==> config.mk <==
export PLATFORM = sky130hd
export DESIGN_NAME = accel_tilt_shake_detector
export DESIGN_NICKNAME = d
export VERILOG_FILES = /design/src/rtl/atsd_pkg.sv /design/src/rtl/atsd_ctrl.sv /design/src/rtl/atsd_datapath.sv /design/src/rtl/accel_tilt_shake_detector.sv
export VERILOG_INCLUDE_DIRS = /design/src /design/src/rtl
export SDC_FILE = /design/constraint.sdc
export NUM_CORES = 2
export LEC_CHECK = 0
export BUFFER_PORTS_ARGS = -buffer_cell sky130_fd_sc_hd__buf_4
export CAP_MARGIN = 20
export CORE_ASPECT_RATIO = 0.5
export CORE_UTILIZATION = 45
export CTS_CLUSTER_SIZE = 8
export DETAILED_ROUTE_END_ITERATION = 7
export SLEW_MARGIN = 0
export SYNTH_ARGS = -nofsm -noshare
export SYNTH_HDL_FRONTEND = slang
export SYNTH_SLANG_ARGS = --single-unit
==> constraint.sdc <==
create_clock -name clk -period 28.1 [get_ports clk]
set_clock_uncertainty 0.1 [all_clocks]
set_input_delay 1.405 -clock clk [delete_from_list [all_inputs] [get_ports clk]]
set_output_delay 1.405 -clock clk [all_outputs]
set_load 0.005 [all_outputs]
==> src/rtl/accel_tilt_shake_detector_assert.svh <==
// Assertion macros for the accelerometer tilt and shake detector.
// Included by the top level only; no other dependencies.
`ifndef ACCEL_TILT_SHAKE_DETECTOR_ASSERT_SVH
`define ACCEL_TILT_SHAKE_DETECTOR_ASSERT_SVH

`ifndef SYNTHESIS
`define ATSD_ASSERT_IMPLY(label, clk, rst, ante, cons) \
  label: assert property (@(posedge clk) disable iff (rst) (ante) |-> (cons)) \
    else $error("assertion failed");
`define ATSD_ASSERT_NEXT(label, clk, rst, ante, cons) \
  label: assert property (@(posedge clk) disable iff (rst) (ante) |=> (cons)) \
    else $error("assertion failed");
`else
`define ATSD_ASSERT_IMPLY(label, clk, rst, ante, cons)
`define ATSD_ASSERT_NEXT(label, clk, rst, ante, cons)
`endif

`endif

==> src/rtl/atsd_pkg.sv <==
// Shared types and constants of the accelerometer tilt and shake detector.
// Used by the controller, the datapath and the top level; no dependencies.
`timescale 1ns / 1ps
package atsd_pkg;

  localparam int GRAV_ALPHA    = 9830;
  localparam int ANGLE_GAIN    = 19661;
  localparam int DEAD_ZONE     = 6144;
  localparam int ANG_HALF_TURN = 11796480;
  localparam int QUARTER_TURN  = 5898240;
  localparam int ANG_W         = 20;
  localparam int ZW            = 27;
  localparam int DIV_STEPS     = 15;
  localparam int MAX_CORDIC    = 24;

  localparam logic [3:0] REG_STILL_LEVEL   = 4'd0;
  localparam logic [3:0] REG_SHAKE_LEVEL   = 4'd1;
  localparam logic [3:0] REG_RELEASE_LEVEL = 4'd2;
  localparam logic [3:0] REG_FACE_LEVEL    = 4'd3;
  localparam logic [3:0] REG_WINDOW_MS     = 4'd4;
  localparam logic [3:0] REG_HOLDOFF_MS    = 4'd5;
  localparam logic [3:0] REG_FACE_HOLD_MS  = 4'd6;
  localparam logic [3:0] REG_FULL_TILT     = 4'd7;

  localparam logic [3:0] MUL_GX    = 4'd0;
  localparam logic [3:0] MUL_GY    = 4'd1;
  localparam logic [3:0] MUL_GZ    = 4'd2;
  localparam logic [3:0] MUL_DX    = 4'd3;
  localparam logic [3:0] MUL_DY    = 4'd4;
  localparam logic [3:0] MUL_DZ    = 4'd5;
  localparam logic [3:0] MUL_STILL = 4'd6;
  localparam logic [3:0] MUL_SHAKE = 4'd7;
  localparam logic [3:0] MUL_REL   = 4'd8;
  localparam logic [3:0] MUL_TILT  = 4'd9;

  localparam logic [3:0] OP_NONE      = 4'd0;
  localparam logic [3:0] OP_UPD_GX    = 4'd1;
  localparam logic [3:0] OP_UPD_GY    = 4'd2;
  localparam logic [3:0] OP_UPD_GZ    = 4'd3;
  localparam logic [3:0] OP_E2_SET    = 4'd4;
  localparam logic [3:0] OP_E2_ADD    = 4'd5;
  localparam logic [3:0] OP_MOVED     = 4'd6;
  localparam logic [3:0] OP_SHAKE_CMP = 4'd7;
  localparam logic [3:0] OP_EVENTS    = 4'd8;
  localparam logic [3:0] OP_COR_INIT  = 4'd9;
  localparam logic [3:0] OP_COR_ITER  = 4'd10;
  localparam logic [3:0] OP_COR_END   = 4'd11;
  localparam logic [3:0] OP_TILT_UPD  = 4'd12;
  localparam logic [3:0] OP_DIV_INIT  = 4'd13;
  localparam logic [3:0] OP_DIV_ITER  = 4'd14;
  localparam logic [3:0] OP_DIV_END   = 4'd15;

  typedef struct packed {
    logic [14:0] still_level;
    logic [14:0] shake_level;
    logic [14:0] release_level;
    logic [15:0] face_down_level;
    logic [15:0] swing_window;
    logic [15:0] report_gap;
    logic [15:0] face_hold_ms;
    logic [6:0]  full_tilt_deg;
  } atsd_cfg_t;

  typedef struct packed {
    logic       load;
    logic       emit;
    logic [3:0] mul_sel;
    logic [3:0] op;
    logic       axis;
    logic [4:0] step;
  } atsd_cmd_t;

  typedef struct packed {
    logic div_skip;
  } atsd_stat_t;

  function automatic logic signed [ZW-1:0] atsd_atan(input logic [4:0] i);
    logic signed [ZW-1:0] v;
    case (i)
      5'd0:  v = 27'sd2949120;
      5'd1:  v = 27'sd1740967;
      5'd2:  v = 27'sd919879;
      5'd3:  v = 27'sd466945;
      5'd4:  v = 27'sd234379;
      5'd5:  v = 27'sd117304;
      5'd6:  v = 27'sd58666;
      5'd7:  v = 27'sd29335;
      5'd8:  v = 27'sd14668;
      5'd9:  v = 27'sd7334;
      5'd10: v = 27'sd3667;
      5'd11: v = 27'sd1833;
      5'd12: v = 27'sd917;
      5'd13: v = 27'sd458;
      5'd14: v = 27'sd229;
      5'd15: v = 27'sd115;
      5'd16: v = 27'sd57;
      5'd17: v = 27'sd29;
      5'd18: v = 27'sd14;
      5'd19: v = 27'sd7;
      5'd20: v = 27'sd4;
      5'd21: v = 27'sd2;
      5'd22: v = 27'sd1;
      default: v = 27'sd0;
    endcase
    return v;
  endfunction

endpackage

==> src/rtl/atsd_ctrl.sv <==
// Sequencing controller of the tilt and shake detector.
// Drives the datapath by command words; depends on atsd_pkg.
`timescale 1ns / 1ps
module atsd_ctrl #(
  parameter int CORDIC_STEPS = 16
) (
  input  logic                 clk,
  input  logic                 rst,
  input  logic                 in_valid,
  output logic                 in_ready,
  input  logic                 out_free,
  input  atsd_pkg::atsd_stat_t stat,
  output atsd_pkg::atsd_cmd_t  cmd
);
  import atsd_pkg::*;

  localparam int NSTEPS = (CORDIC_STEPS > MAX_CORDIC) ? MAX_CORDIC : CORDIC_STEPS;
  localparam logic [4:0] LAST_COR = 5'(NSTEPS - 1);
  localparam logic [4:0] LAST_DIV = 5'(DIV_STEPS - 1);

  localparam logic [4:0] ST_IDLE  = 5'd0;
  localparam logic [4:0] ST_GX    = 5'd1;
  localparam logic [4:0] ST_GY    = 5'd2;
  localparam logic [4:0] ST_GZ    = 5'd3;
  localparam logic [4:0] ST_DX    = 5'd4;
  localparam logic [4:0] ST_DY    = 5'd5;
  localparam logic [4:0] ST_DZ    = 5'd6;
  localparam logic [4:0] ST_LVS   = 5'd7;
  localparam logic [4:0] ST_LVK   = 5'd8;
  localparam logic [4:0] ST_LVR   = 5'd9;
  localparam logic [4:0] ST_EVT   = 5'd10;
  localparam logic [4:0] ST_CINIT = 5'd11;
  localparam logic [4:0] ST_CITER = 5'd12;
  localparam logic [4:0] ST_CEND  = 5'd13;
  localparam logic [4:0] ST_TMUL  = 5'd14;
  localparam logic [4:0] ST_TUPD  = 5'd15;
  localparam logic [4:0] ST_DINIT = 5'd16;
  localparam logic [4:0] ST_DITER = 5'd17;
  localparam logic [4:0] ST_DEND  = 5'd18;
  localparam logic [4:0] ST_DONE  = 5'd19;

  logic [4:0] state, state_next;
  logic       axis, axis_next;
  logic [4:0] step, step_next;

  assign in_ready = (state == ST_IDLE);

  always_comb begin
    state_next  = state;
    axis_next   = axis;
    step_next   = step;
    cmd         = '0;
    cmd.axis    = axis;
    cmd.step    = step;
    cmd.mul_sel = MUL_GX;
    cmd.op      = OP_NONE;
    case (state)
      ST_IDLE: begin
        if (in_valid) begin
          cmd.load   = 1'b1;
          state_next = ST_GX;
        end
      end
      ST_GX: begin
        cmd.mul_sel = MUL_GX;
        state_next  = ST_GY;
      end
      ST_GY: begin
        cmd.mul_sel = MUL_GY;
        cmd.op      = OP_UPD_GX;
        state_next  = ST_GZ;
      end
      ST_GZ: begin
        cmd.mul_sel = MUL_GZ;
        cmd.op      = OP_UPD_GY;
        state_next  = ST_DX;
      end
      ST_DX: begin
        cmd.mul_sel = MUL_DX;
        cmd.op      = OP_UPD_GZ;
        state_next  = ST_DY;
      end
      ST_DY: begin
        cmd.mul_sel = MUL_DY;
        cmd.op      = OP_E2_SET;
        state_next  = ST_DZ;
      end
      ST_DZ: begin
        cmd.mul_sel = MUL_DZ;
        cmd.op      = OP_E2_ADD;
        state_next  = ST_LVS;
      end
      ST_LVS: begin
        cmd.mul_sel = MUL_STILL;
        cmd.op      = OP_E2_ADD;
        state_next  = ST_LVK;
      end
      ST_LVK: begin
        cmd.mul_sel = MUL_SHAKE;
        cmd.op      = OP_MOVED;
        state_next  = ST_LVR;
      end
      ST_LVR: begin
        cmd.mul_sel = MUL_REL;
        cmd.op      = OP_SHAKE_CMP;
        state_next  = ST_EVT;
      end
      ST_EVT: begin
        cmd.op     = OP_EVENTS;
        axis_next  = 1'b0;
        state_next = ST_CINIT;
      end
      ST_CINIT: begin
        cmd.op     = OP_COR_INIT;
        step_next  = '0;
        state_next = ST_CITER;
      end
      ST_CITER: begin
        cmd.op    = OP_COR_ITER;
        step_next = step + 5'd1;
        if (step == LAST_COR) begin
          state_next = ST_CEND;
        end
      end
      ST_CEND: begin
        cmd.op     = OP_COR_END;
        state_next = ST_TMUL;
      end
      ST_TMUL: begin
        cmd.mul_sel = MUL_TILT;
        state_next  = ST_TUPD;
      end
      ST_TUPD: begin
        cmd.op = OP_TILT_UPD;
        if (axis) begin
          axis_next  = 1'b0;
          state_next = ST_DINIT;
        end else begin
          axis_next  = 1'b1;
          state_next = ST_CINIT;
        end
      end
      ST_DINIT: begin
        cmd.op     = OP_DIV_INIT;
        step_next  = '0;
        state_next = ST_DITER;
      end
      ST_DITER: begin
        cmd.op    = OP_DIV_ITER;
        step_next = step + 5'd1;
        if (stat.div_skip || step == LAST_DIV) begin
          state_next = ST_DEND;
        end
      end
      ST_DEND: begin
        cmd.op = OP_DIV_END;
        if (axis) begin
          state_next = ST_DONE;
        end else begin
          axis_next  = 1'b1;
          state_next = ST_DINIT;
        end
      end
      ST_DONE: begin
        if (out_free) begin
          cmd.emit   = 1'b1;
          state_next = ST_IDLE;
        end
      end
      default: begin
        state_next = ST_IDLE;
      end
    endcase
  end

  always_ff @(posedge clk) begin
    if (rst) begin
      state <= ST_IDLE;
      axis  <= 1'b0;
      step  <= '0;
    end else begin
      state <= state_next;
      axis  <= axis_next;
      step  <= step_next;
    end
  end

endmodule

==> src/rtl/atsd_datapath.sv <==
// Datapath of the tilt and shake detector: filters, shared multiplier,
// motion tests, CORDIC unit and steer divider. Depends on atsd_pkg.
`timescale 1ns / 1ps
module atsd_datapath #(
  parameter int ACCEL_BITS = 16
) (
  input  logic                         clk,
  input  logic                         rst,
  input  atsd_pkg::atsd_cfg_t          cfg,
  input  atsd_pkg::atsd_cmd_t          cmd,
  output atsd_pkg::atsd_stat_t         stat,
  input  logic [ACCEL_BITS-1:0]        accel_x,
  input  logic [ACCEL_BITS-1:0]        accel_y,
  input  logic [ACCEL_BITS-1:0]        accel_z,
  input  logic [31:0]                  now_ms,
  output logic signed [15:0]           roll_angle,
  output logic signed [15:0]           pitch_angle,
  output logic signed [15:0]           steer_x,
  output logic signed [15:0]           steer_y,
  output logic signed [ACCEL_BITS-1:0] gravity_x,
  output logic signed [ACCEL_BITS-1:0] gravity_y,
  output logic signed [ACCEL_BITS-1:0] gravity_z,
  output logic                         shake_event,
  output logic                         face_down,
  output logic [31:0]                  still_for_ms
);
  import atsd_pkg::*;

  localparam int AB  = ACCEL_BITS;
  localparam int AW  = AB + 8;
  localparam int MW  = AB + 9;
  localparam int PW  = 2 * MW;
  localparam int SQW = (PW > 46) ? PW : 46;
  localparam int CW  = AW + 3;

  logic signed [AB-1:0]    xt, yt, zt;
  logic [31:0]             now_q;
  logic signed [AW-1:0]    gx, gy, gz;
  logic signed [PW-1:0]    p;
  logic [SQW-1:0]          e2;
  logic                    shake_hit, swinging, down_st, down_cand, shake_ev;
  logic [1:0]              swing_cnt;
  logic [31:0]             first_t, hold_t, moved_t, since_t;
  logic signed [CW-1:0]    cx, cy;
  logic signed [ZW-1:0]    cz;
  logic                    czero;
  logic signed [ANG_W-1:0] rnow, rs, ps;
  logic [7:0]              div_rem, div_den;
  logic [DIV_STEPS-1:0]    div_q;
  logic                    div_zero, div_sat, div_neg;
  logic signed [15:0]      st_x, st_y;

  logic signed [AB:0]      xn;
  logic signed [AB-1:0]    xsat;
  logic signed [AW-1:0]    tx, ty, tz;
  logic signed [MW-1:0]    dxv, dyv, dzv, dtv, ma, mb;
  logic signed [PW-1:0]    rnd;
  logic [SQW-1:0]          p_u, lvsq;

  assign xn   = -$signed({accel_x[AB-1], accel_x});
  assign xsat = (accel_x == {1'b1, {(AB-1){1'b0}}}) ? {1'b0, {(AB-1){1'b1}}} : xn[AB-1:0];
  assign tx   = {xt, 8'h00};
  assign ty   = {yt, 8'h00};
  assign tz   = {zt, 8'h00};
  assign dxv  = MW'(tx) - MW'(gx);
  assign dyv  = MW'(ty) - MW'(gy);
  assign dzv  = MW'(tz) - MW'(gz);
  assign dtv  = cmd.axis ? (MW'(rnow) - MW'(ps)) : (MW'(rnow) - MW'(rs));
  assign rnd  = (p + PW'(32768)) >>> 16;
  assign p_u  = SQW'($unsigned(p));
  assign lvsq = p_u << 16;

  always_comb begin
    ma = '0;
    mb = '0;
    case (cmd.mul_sel)
      MUL_GX: begin
        ma = dxv;
        mb = MW'(GRAV_ALPHA);
      end
      MUL_GY: begin
        ma = dyv;
        mb = MW'(GRAV_ALPHA);
      end
      MUL_GZ: begin
        ma = dzv;
        mb = MW'(GRAV_ALPHA);
      end
      MUL_DX: begin
        ma = dxv;
        mb = dxv;
      end
      MUL_DY: begin
        ma = dyv;
        mb = dyv;
      end
      MUL_DZ: begin
        ma = dzv;
        mb = dzv;
      end
      MUL_STILL: begin
        ma = MW'(cfg.still_level);
        mb = MW'(cfg.still_level);
      end
      MUL_SHAKE: begin
        ma = MW'(cfg.shake_level);
        mb = MW'(cfg.shake_level);
      end
      MUL_REL: begin
        ma = MW'(cfg.release_level);
        mb = MW'(cfg.release_level);
      end
      MUL_TILT: begin
        ma = dtv;
        mb = MW'(ANGLE_GAIN);
      end
      default: begin
        ma = '0;
        mb = '0;
      end
    endcase
  end

  // Swing counting, holdoff and face-down debounce.
  logic [31:0]   dt_first, dt_hold, dt_since;
  logic          win_new, fire, down_now;
  logic [1:0]    cnt1;
  logic signed [31:0] gz_w, fdl_w;

  assign dt_first = now_q - first_t;
  assign dt_hold  = now_q - hold_t;
  assign dt_since = now_q - since_t;
  assign win_new  = (swing_cnt == 2'd0) || (dt_first > {16'h0000, cfg.swing_window});
  assign cnt1     = win_new ? 2'd1 : ((swing_cnt == 2'd3) ? 2'd3 : swing_cnt + 2'd1);
  assign fire     = (cnt1 >= 2'd2) && (dt_hold != 32'd0) && !dt_hold[31];
  assign gz_w     = 32'(gz);
  assign fdl_w    = $signed({{8{cfg.face_down_level[15]}}, cfg.face_down_level, 8'h00});
  assign down_now = gz_w < fdl_w;

  // CORDIC step.
  logic signed [CW-1:0]    gsel, xs, ys;
  logic signed [ZW-1:0]    at, zc, zr;

  assign gsel = cmd.axis ? CW'(gy) : CW'(gx);
  assign xs   = cx >>> cmd.step;
  assign ys   = cy >>> cmd.step;
  assign at   = atsd_atan(cmd.step);
  assign zc   = (cz > ZW'(ANG_HALF_TURN)) ? ZW'(ANG_HALF_TURN) :
                ((cz < -ZW'(ANG_HALF_TURN)) ? -ZW'(ANG_HALF_TURN) : cz);
  assign zr   = (zc + ZW'(16)) >>> 5;

  // Steer divider setup.
  logic signed [ANG_W-1:0] deg, absd;
  logic signed [ANG_W:0]   mag;
  logic [6:0]              ft_eff, dd;
  logic [17:0]             span;
  logic                    zero_f, sat_f;
  logic [21:0]             num;
  logic [8:0]              r2;
  logic                    qbit;
  logic [15:0]             mo;

  assign deg    = cmd.axis ? ps : rs;
  assign absd   = deg[ANG_W-1] ? -deg : deg;
  assign mag    = $signed({1'b0, absd}) - (ANG_W+1)'(DEAD_ZONE);
  assign ft_eff = (cfg.full_tilt_deg < 7'd4) ? 7'd4 : cfg.full_tilt_deg;
  assign dd     = ft_eff - 7'd3;
  assign span   = {dd, 11'h000};
  assign zero_f = mag[ANG_W] || (mag == '0);
  assign sat_f  = !zero_f && ($unsigned(mag) >= (ANG_W+1)'(span));
  assign num    = 22'({mag[17:0], 4'h0}) + 22'(dd);
  assign r2     = {div_rem, div_q[DIV_STEPS-1]};
  assign qbit   = (r2 >= 9'(div_den));
  assign mo     = div_zero ? 16'd0 : (div_sat ? 16'd16384 : 16'(div_q));

  assign stat.div_skip = div_zero | div_sat;

  always_ff @(posedge clk) begin
    p <= PW'(ma) * PW'(mb);
    if (cmd.load) begin
      xt    <= xsat;
      yt    <= accel_y;
      zt    <= accel_z;
      now_q <= now_ms;
    end
    case (cmd.op)
      OP_E2_SET: e2 <= p_u;
      OP_E2_ADD: e2 <= e2 + p_u;
      OP_COR_INIT: begin
        czero <= (gz == '0) && (gsel == '0);
        if (CW'(gz) < 0) begin
          if (gsel >= 0) begin
            cx <= gsel;
            cy <= -CW'(gz);
            cz <= ZW'(QUARTER_TURN);
          end else begin
            cx <= -gsel;
            cy <= CW'(gz);
            cz <= -ZW'(QUARTER_TURN);
          end
        end else begin
          cx <= CW'(gz);
          cy <= gsel;
          cz <= '0;
        end
      end
      OP_COR_ITER: begin
        if (!cy[CW-1]) begin
          cx <= cx + ys;
          cy <= cy - xs;
          cz <= cz + at;
        end else begin
          cx <= cx - ys;
          cy <= cy + xs;
          cz <= cz - at;
        end
      end
      OP_COR_END: rnow <= czero ? '0 : ANG_W'(zr);
      OP_DIV_INIT: begin
        div_zero <= zero_f;
        div_sat  <= sat_f;
        div_neg  <= deg[ANG_W-1];
        div_den  <= {dd, 1'b0};
        div_rem  <= 8'(num[21:DIV_STEPS]);
        div_q    <= num[DIV_STEPS-1:0];
      end
      OP_DIV_ITER: begin
        div_rem <= qbit ? 8'(r2 - 9'(div_den)) : r2[7:0];
        div_q   <= {div_q[DIV_STEPS-2:0], qbit};
      end
      OP_DIV_END: begin
        if (cmd.axis) begin
          st_y <= div_neg ? -$signed(mo) : $signed(mo);
        end else begin
          st_x <= div_neg ? -$signed(mo) : $signed(mo);
        end
      end
      default: begin
      end
    endcase
  end

  always_ff @(posedge clk) begin
    if (rst) begin
      gx        <= '0;
      gy        <= '0;
      gz        <= AW'(4096 * 256);
      rs        <= '0;
      ps        <= '0;
      shake_hit <= 1'b0;
      swinging  <= 1'b0;
      swing_cnt <= '0;
      first_t   <= '0;
      hold_t    <= '0;
      moved_t   <= '0;
      down_st   <= 1'b0;
      down_cand <= 1'b0;
      since_t   <= '0;
      shake_ev  <= 1'b0;
    end else begin
      if (cmd.load) begin
        shake_ev <= 1'b0;
      end
      case (cmd.op)
        OP_UPD_GX: gx <= gx + AW'(rnd);
        OP_UPD_GY: gy <= gy + AW'(rnd);
        OP_UPD_GZ: gz <= gz + AW'(rnd);
        OP_MOVED: begin
          if (e2 > lvsq) begin
            moved_t <= now_q;
          end
        end
        OP_SHAKE_CMP: shake_hit <= (e2 > lvsq);
        OP_EVENTS: begin
          if (shake_hit) begin
            if (!swinging) begin
              swinging <= 1'b1;
              if (win_new) begin
                first_t <= now_q;
              end
              if (fire) begin
                shake_ev  <= 1'b1;
                hold_t    <= now_q + {16'h0000, cfg.report_gap};
                swing_cnt <= '0;
              end else begin
                swing_cnt <= cnt1;
              end
            end
          end else if (e2 < lvsq) begin
            swinging <= 1'b0;
          end
          if (down_now != down_cand) begin
            down_cand <= down_now;
            since_t   <= now_q;
          end else if (down_now != down_st && dt_since > {16'h0000, cfg.face_hold_ms}) begin
            down_st <= down_now;
          end
        end
        OP_TILT_UPD: begin
          if (cmd.axis) begin
            ps <= ps + ANG_W'(rnd);
          end else begin
            rs <= rs + ANG_W'(rnd);
          end
        end
        default: begin
        end
      endcase
    end
  end

  logic signed [ANG_W-1:0] rs_r, ps_r;

  assign rs_r         = rs + ANG_W'(8);
  assign ps_r         = ps + ANG_W'(8);
  assign roll_angle   = rs_r[ANG_W-1:4];
  assign pitch_angle  = ps_r[ANG_W-1:4];
  assign steer_x      = st_x;
  assign steer_y      = st_y;
  assign gravity_x    = gx[AW-1:8];
  assign gravity_y    = gy[AW-1:8];
  assign gravity_z    = gz[AW-1:8];
  assign shake_event  = shake_ev;
  assign face_down    = down_st;
  assign still_for_ms = now_q - moved_t;

endmodule

==> src/rtl/accel_tilt_shake_detector.sv <==
// Top level of the accelerometer tilt and shake detector.
// Holds the register file and output register; uses atsd_pkg, atsd_ctrl,
// atsd_datapath and the assertion header.
//
// Channel  Dir  Beat content
// s_*      in   one sample: accel_x, accel_y, accel_z, now_ms
// m_*      out  one result: angles, steer, gravity, still time; flags in tuser
// cfg_*    in   one register write: index and data
//
// Between acceptance and its result, a sample passes through the shared CORDIC
// unit, which runs S = min(CORDIC_STEPS, 24) steps, and the 15-step steer
// divider, each run once per axis.
// The next sample is accepted once the current result sits in the output
// register, even while that result waits for m_tready.
// Reset is synchronous and returns the filters and timers to their start values.
`timescale 1ns / 1ps
`include "accel_tilt_shake_detector_assert.svh"
module accel_tilt_shake_detector #(
  parameter int ACCEL_BITS   = 16,
  parameter int CORDIC_STEPS = 16,
  localparam int IN_W        = ((3 * ACCEL_BITS + 32 + 7) / 8) * 8,
  localparam int OUT_W       = ((96 + 3 * ACCEL_BITS + 7) / 8) * 8
) (
  input  logic             clk,
  input  logic             rst,
  input  logic             s_tvalid,
  output logic             s_tready,
  // accel_x, accel_y, accel_z, now_ms
  input  logic [IN_W-1:0]  s_tdata,
  output logic             m_tvalid,
  input  logic             m_tready,
  // roll_angle, pitch_angle, steer_x, steer_y, gravity_x, gravity_y,
  // gravity_z, still_for_ms
  output logic [OUT_W-1:0] m_tdata,
  // shake_event, face_down
  output logic [1:0]       m_tuser,
  input  logic             cfg_valid,
  output logic             cfg_ready,
  input  logic [3:0]       cfg_index,
  input  logic [15:0]      cfg_data
);
  import atsd_pkg::*;

  localparam int AB = ACCEL_BITS;

  atsd_cfg_t  cfg;
  atsd_cmd_t  cmd;
  atsd_stat_t stat;
  logic       out_free;

  logic signed [15:0]   roll_angle, pitch_angle, steer_x, steer_y;
  logic signed [AB-1:0] gravity_x, gravity_y, gravity_z;
  logic                 shake_event, face_down;
  logic [31:0]          still_for_ms;

  assign cfg_ready = 1'b1;
  assign out_free  = !m_tvalid || m_tready;

  always_ff @(posedge clk) begin
    if (rst) begin
      cfg.still_level     <= 15'd246;
      cfg.shake_level     <= 15'd4506;
      cfg.release_level   <= 15'd1843;
      cfg.face_down_level <= 16'hF400;
      cfg.swing_window    <= 16'd700;
      cfg.report_gap      <= 16'd500;
      cfg.face_hold_ms    <= 16'd400;
      cfg.full_tilt_deg   <= 7'd30;
    end else if (cfg_valid) begin
      case (cfg_index)
        REG_STILL_LEVEL:   cfg.still_level     <= cfg_data[14:0];
        REG_SHAKE_LEVEL:   cfg.shake_level     <= cfg_data[14:0];
        REG_RELEASE_LEVEL: cfg.release_level   <= cfg_data[14:0];
        REG_FACE_LEVEL:    cfg.face_down_level <= cfg_data;
        REG_WINDOW_MS:     cfg.swing_window    <= cfg_data;
        REG_HOLDOFF_MS:    cfg.report_gap      <= cfg_data;
        REG_FACE_HOLD_MS:  cfg.face_hold_ms    <= cfg_data;
        REG_FULL_TILT:     cfg.full_tilt_deg   <= cfg_data[6:0];
        default: begin
        end
      endcase
    end
  end

  atsd_ctrl #(
    .CORDIC_STEPS(CORDIC_STEPS)
  ) u_ctrl (
    .clk      (clk),
    .rst      (rst),
    .in_valid (s_tvalid),
    .in_ready (s_tready),
    .out_free (out_free),
    .stat     (stat),
    .cmd      (cmd)
  );

  atsd_datapath #(
    .ACCEL_BITS(ACCEL_BITS)
  ) u_datapath (
    .clk          (clk),
    .rst          (rst),
    .cfg          (cfg),
    .cmd          (cmd),
    .stat         (stat),
    .accel_x      (s_tdata[AB-1:0]),
    .accel_y      (s_tdata[2*AB-1:AB]),
    .accel_z      (s_tdata[3*AB-1:2*AB]),
    .now_ms       (s_tdata[3*AB+31:3*AB]),
    .roll_angle   (roll_angle),
    .pitch_angle  (pitch_angle),
    .steer_x      (steer_x),
    .steer_y      (steer_y),
    .gravity_x    (gravity_x),
    .gravity_y    (gravity_y),
    .gravity_z    (gravity_z),
    .shake_event  (shake_event),
    .face_down    (face_down),
    .still_for_ms (still_for_ms)
  );

  always_ff @(posedge clk) begin
    if (cmd.emit) begin
      m_tdata <= OUT_W'({still_for_ms, gravity_z, gravity_y, gravity_x,
                         steer_y, steer_x, pitch_angle, roll_angle});
      m_tuser <= {face_down, shake_event};
    end
  end

  always_ff @(posedge clk) begin
    if (rst) begin
      m_tvalid <= 1'b0;
    end else if (cmd.emit) begin
      m_tvalid <= 1'b1;
    end else if (m_tready) begin
      m_tvalid <= 1'b0;
    end
  end

  `ATSD_ASSERT_IMPLY(a_no_overwrite, clk, rst, cmd.emit, out_free)
  `ATSD_ASSERT_NEXT(a_busy_after_accept, clk, rst, s_tvalid && s_tready, !s_tready)
  `ATSD_ASSERT_NEXT(a_emit_frees_input, clk, rst, cmd.emit, m_tvalid && s_tready)

endmodule

==> impl_summary.md <==
Yosys
The number of different library cells in the post-synthesis netlist is 103. For this run, the number of Yosys warnings is 0. In the synthesized netlist the async set-or-reset flop fraction comes to 0%.

In this run, synthesis inferred 443 flip-flops with an integrated enable. The post-synthesis instance total is 10200. The dominant synthesized flop cell is dfxtp_1.

The area of the mapped netlist is 88600 sq um. The sequential area share after synthesis is 25.1%. The flip-flop and latch count after synthesis is 890.

The mean cell area of the mapped netlist is 8.68 sq um. The post-synthesis net count is 11700.

Clock network
TritonCTS built the clock tree. The number of levels the H-tree was split into is 4. In this run, CTS created clock tree buffers numbering 138.

For the worst-skew pair, the clock arrives at the later sink with an insertion delay of 800 ps. The CTS sink count is 890. In this run the post-CTS setup repair buffer count came out at 0. Clock-pin slew was measured on the worst setup and hold paths at 50 ps. The cell sitting at the root of the clock tree is a clkbuf_16. The number of gates given a new drive strength after cts is 0.

The maximum clock insertion buffer count is 4. The number of buffers added to fix hold violations after cts is 0.

Floorplanning
The number of top-level design ports is 254. The floorplan has 114 rows. The vertical die dimension is 316 um. The total die area is 199000 sq um. The die width is 630 um. The core area is 194000 sq um.

For this configuration, the core starts out at a cell density of 45.6%.

Layout
In the final layout, the share of cells above drive strength 1 is 8.01%. The library cell used most frequently in the layout, excluding fill and tap cells, is nand2_1. The area overhead of the layout relative to synthesis is 10.5%. The final standard cell count with taps included and fillers excluded is 13100. For this run, the share of the core covered by cells in the final layout is 50.4%.

For this run, the post-layout net count is 11900. In the layout the commonest cells are nand2_1 (1309), inv_1 (1155), nor2_1 (750).

Setup path
STA puts the critical path data required time at 28620 ps. STA classifies the critical path endpoint as a register. The startpoint of the most critical setup path is u_datapath.gz[0]$_SDFFE_PP0N_.

The highest cell delay on the worst timing path is 800 ps. The number of buffers and inverters on the critical path is 6. The critical path is of the register to register type. The maximum net fanout on the critical path is 13.

The number of cells on the worst reg-to-reg path is 36. The dominant cell type by count on the critical path is fa_1. Data arrives at the worst endpoint at 12190 ps. Counting buffers and inverters, the worst setup path is 36 cells deep. The largest individual stage delay along the critical path comes from the cell a221o_1. In this run the critical register-to-register path is launched from u_datapath.gz[0]$_SDFFE_PP0N_. The endpoint identified for the worst register-to-register timing path is u_datapath.p[48]$_DFF_P_.

The worst setup path is launched from a register. The end of the critical path is u_datapath.p[48]$_DFF_P_. In this run the register-to-register setup slack is 16430 ps. The family of cells with the greatest summed delay on the critical path is adder cells.

STA
The total count of max-transition violations in the final report is 0. The maximum clock frequency is 0.0857 GHz. The worst slew margin relative to its limit is 13.6%.

The actual transition at the worst max-transition pin is 1290 ps. The setup TNS is 0 ps. Setup violations remaining at the end of the flow were counted as 0. Setup repair after global routing left no endpoint under its margin. The count of final hold-check violations is 0. Dividing the final minimum period by the clock period gives 41.5%. The shortest period the worst path allows is 11670 ps.

Run status
The flow ran to the end, and the final reports show no timing, DRC or antenna violations.

Global route
The number of global-route vias before repair is 73900. The first global-routing pass estimated 463 mm of wire. Global routing consumed, on the met3 layer, 5.99% of the routing resources. The global-route met2 utilization is 48.2%. The met1 demand-to-capacity share in global routing is 41.0%. Entering global routing, the biggest net connects 110 pins. met2 is the most crowded layer. The global-route total usage across every layer is 30.6%. Summed over all layers, the global routing overflow is 0.

The initial antenna violation count is 7.

Job
The max-cap violation count is 0.

Min path
The worst hold path belongs to the class register to register.

Routing
Wires add up to 307 mm. The first TritonRoute pass finished after 6 iterations. For this block, the initial DRC count from the detailed router was 7265.

In the final routed layout, each cell accounts on average for 23.5 um. The detail route stage leaves a number of antenna-violating nets equal to 0. In the routed design, unresolved DRC markers number 0. The total number of vias is 76200. In the routed layout, each cell is associated on average with a via count of 5.81.

Placement
Counting tap cells, the placed design contains a total of 12900 instances. The half-perimeter wire length after detailed placement is 237 mm. The count of buffers inserted at the top-level ports is 252. Routability-driven placement finished with a final weighted congestion of 1.01.
## flip-flops by register name (all words and copies together), names as in the netlist, 16 cells and up
register	count
m_tdata	144
cfg	116
u_datapath.e2	50
u_datapath.p	50
u_datapath.first_t	32
u_datapath.hold_t	32
u_datapath.moved_t	32
u_datapath.now_q	32
u_datapath.since_t	32
u_datapath.cx	27
u_datapath.cy	27
u_datapath.cz	27
u_datapath.gx	24
u_datapath.gy	24
u_datapath.gz	24
u_datapath.at	22
u_datapath.ps	20
u_datapath.rnow	20
u_datapath.rs	20
u_datapath.steer_x	16
u_datapath.steer_y	16
u_datapath.xt	16
u_datapath.yt	16
u_datapath.zt	16
## per-layer routing
metal / up-vias / part of all wire [%]
met3: 669 / 8.3
met4: 4 / 5.0
met5: - / 0.0088
li1: 35500 / -
met1: 36900 / 43
met2: 3072 / 44
## worst register-to-register path: cells and delay by family, from the launching register on
family	cells	cell delay, ps
DFF	1	390
xor gates and xnor gates	2	640
and+or+nand+nor	8	2220
adders and majority gates	9	4260
buffers and inverters	6	410
AOI/OAI and AO/OA	11	3540
## kinds of logic after synthesis
kind of cell,Yosys count,synth area share [%]
xor gates and xnor gates,645,6.38
muxes,263,4.02
and+or+nand+nor,3300,17.1
AOI/OAI and AO/OA,2164,15.4
DFF,890,25.1
other,2,0.00847
buffers and inverters,1566,6.74
adders and majority gates,1383,25.2
## through the flow
stage | area [sq um] | worst slack (ps) | hold WS, ps
final | 97900 | 16430 | 313
after global routing | 97900 | 15810 | 319
after CTS | 97800 | 16660 | 316
after detailed placement | 94000 | 16730 | 305
after global placement | 94000 | 16850 | 301
after floorplan | 88600 | 15850 | 300
## final cells by class
type	count	area (sq um)
Clock inverter	6	52.6
Timing Repair Buffer	459	3490
Inverter	1163	4370
Clock buffer	212	3780
Sequential cell	890	22300
Multi-Input combinational cell	7757	60700
Tap cell	2610	3270
Antenna cell	6	15.0
Fill cell	18700	96500
## synth_stat cells, types with 61 or more instances
master / count / area share [%]
nand2_1: 1311 / 5.6
inv_1: 1155 / 4.9
nor2_1: 756 / 3.2
ha_1: 707 / 10
a21oi_1: 684 / 3.9
fa_1: 676 / 15
o21ai_0: 492 / 2.8
dfxtp_1: 447 / 10
edfxtp_1: 443 / 15
xnor2_1: 421 / 4.2
clkbuf_1: 339 / 1.4
nand3_1: 276 / 1.6
xor2_1: 223 / 2.2
nor3_1: 194 / 1.1
a21o_1: 178 / 1.5
mux2i_1: 143 / 1.6
nand2b_1: 139 / 0.98
nor2b_1: 105 / 0.74
a211oi_1: 88 / 0.75
a31oi_1: 85 / 0.60
or3_1: 82 / 0.58
and3_1: 81 / 0.57
o21a_1: 78 / 0.66
o211ai_1: 75 / 0.64
and2_1: 69 / 0.49
mux4_2: 61 / 1.6
nand4_1: 61 / 0.43
## worst min-delay path by stage
stage	startpoint	endpoint	slack, ps	cells after the start
floorplan	u_datapath.steer_x[0]$_DFFE_PP_	m_tdata[32]$_DFFE_PP_	300	0
global placement	u_datapath.steer_y[5]$_DFFE_PP_	m_tdata[53]$_DFFE_PP_	300	0
detailed placement	u_datapath.steer_y[1]$_DFFE_PP_	m_tdata[49]$_DFFE_PP_	300	0
CTS	u_datapath.steer_y[1]$_DFFE_PP_	m_tdata[49]$_DFFE_PP_	320	0
global route	u_datapath.steer_y[11]$_DFFE_PP_	m_tdata[59]$_DFFE_PP_	320	0
finish	u_datapath.steer_x[5]$_DFFE_PP_	m_tdata[37]$_DFFE_PP_	310	0
Power is not shown: default switching activity piles up to over one toggle a cycle in this logic, so the estimate is an artifact.
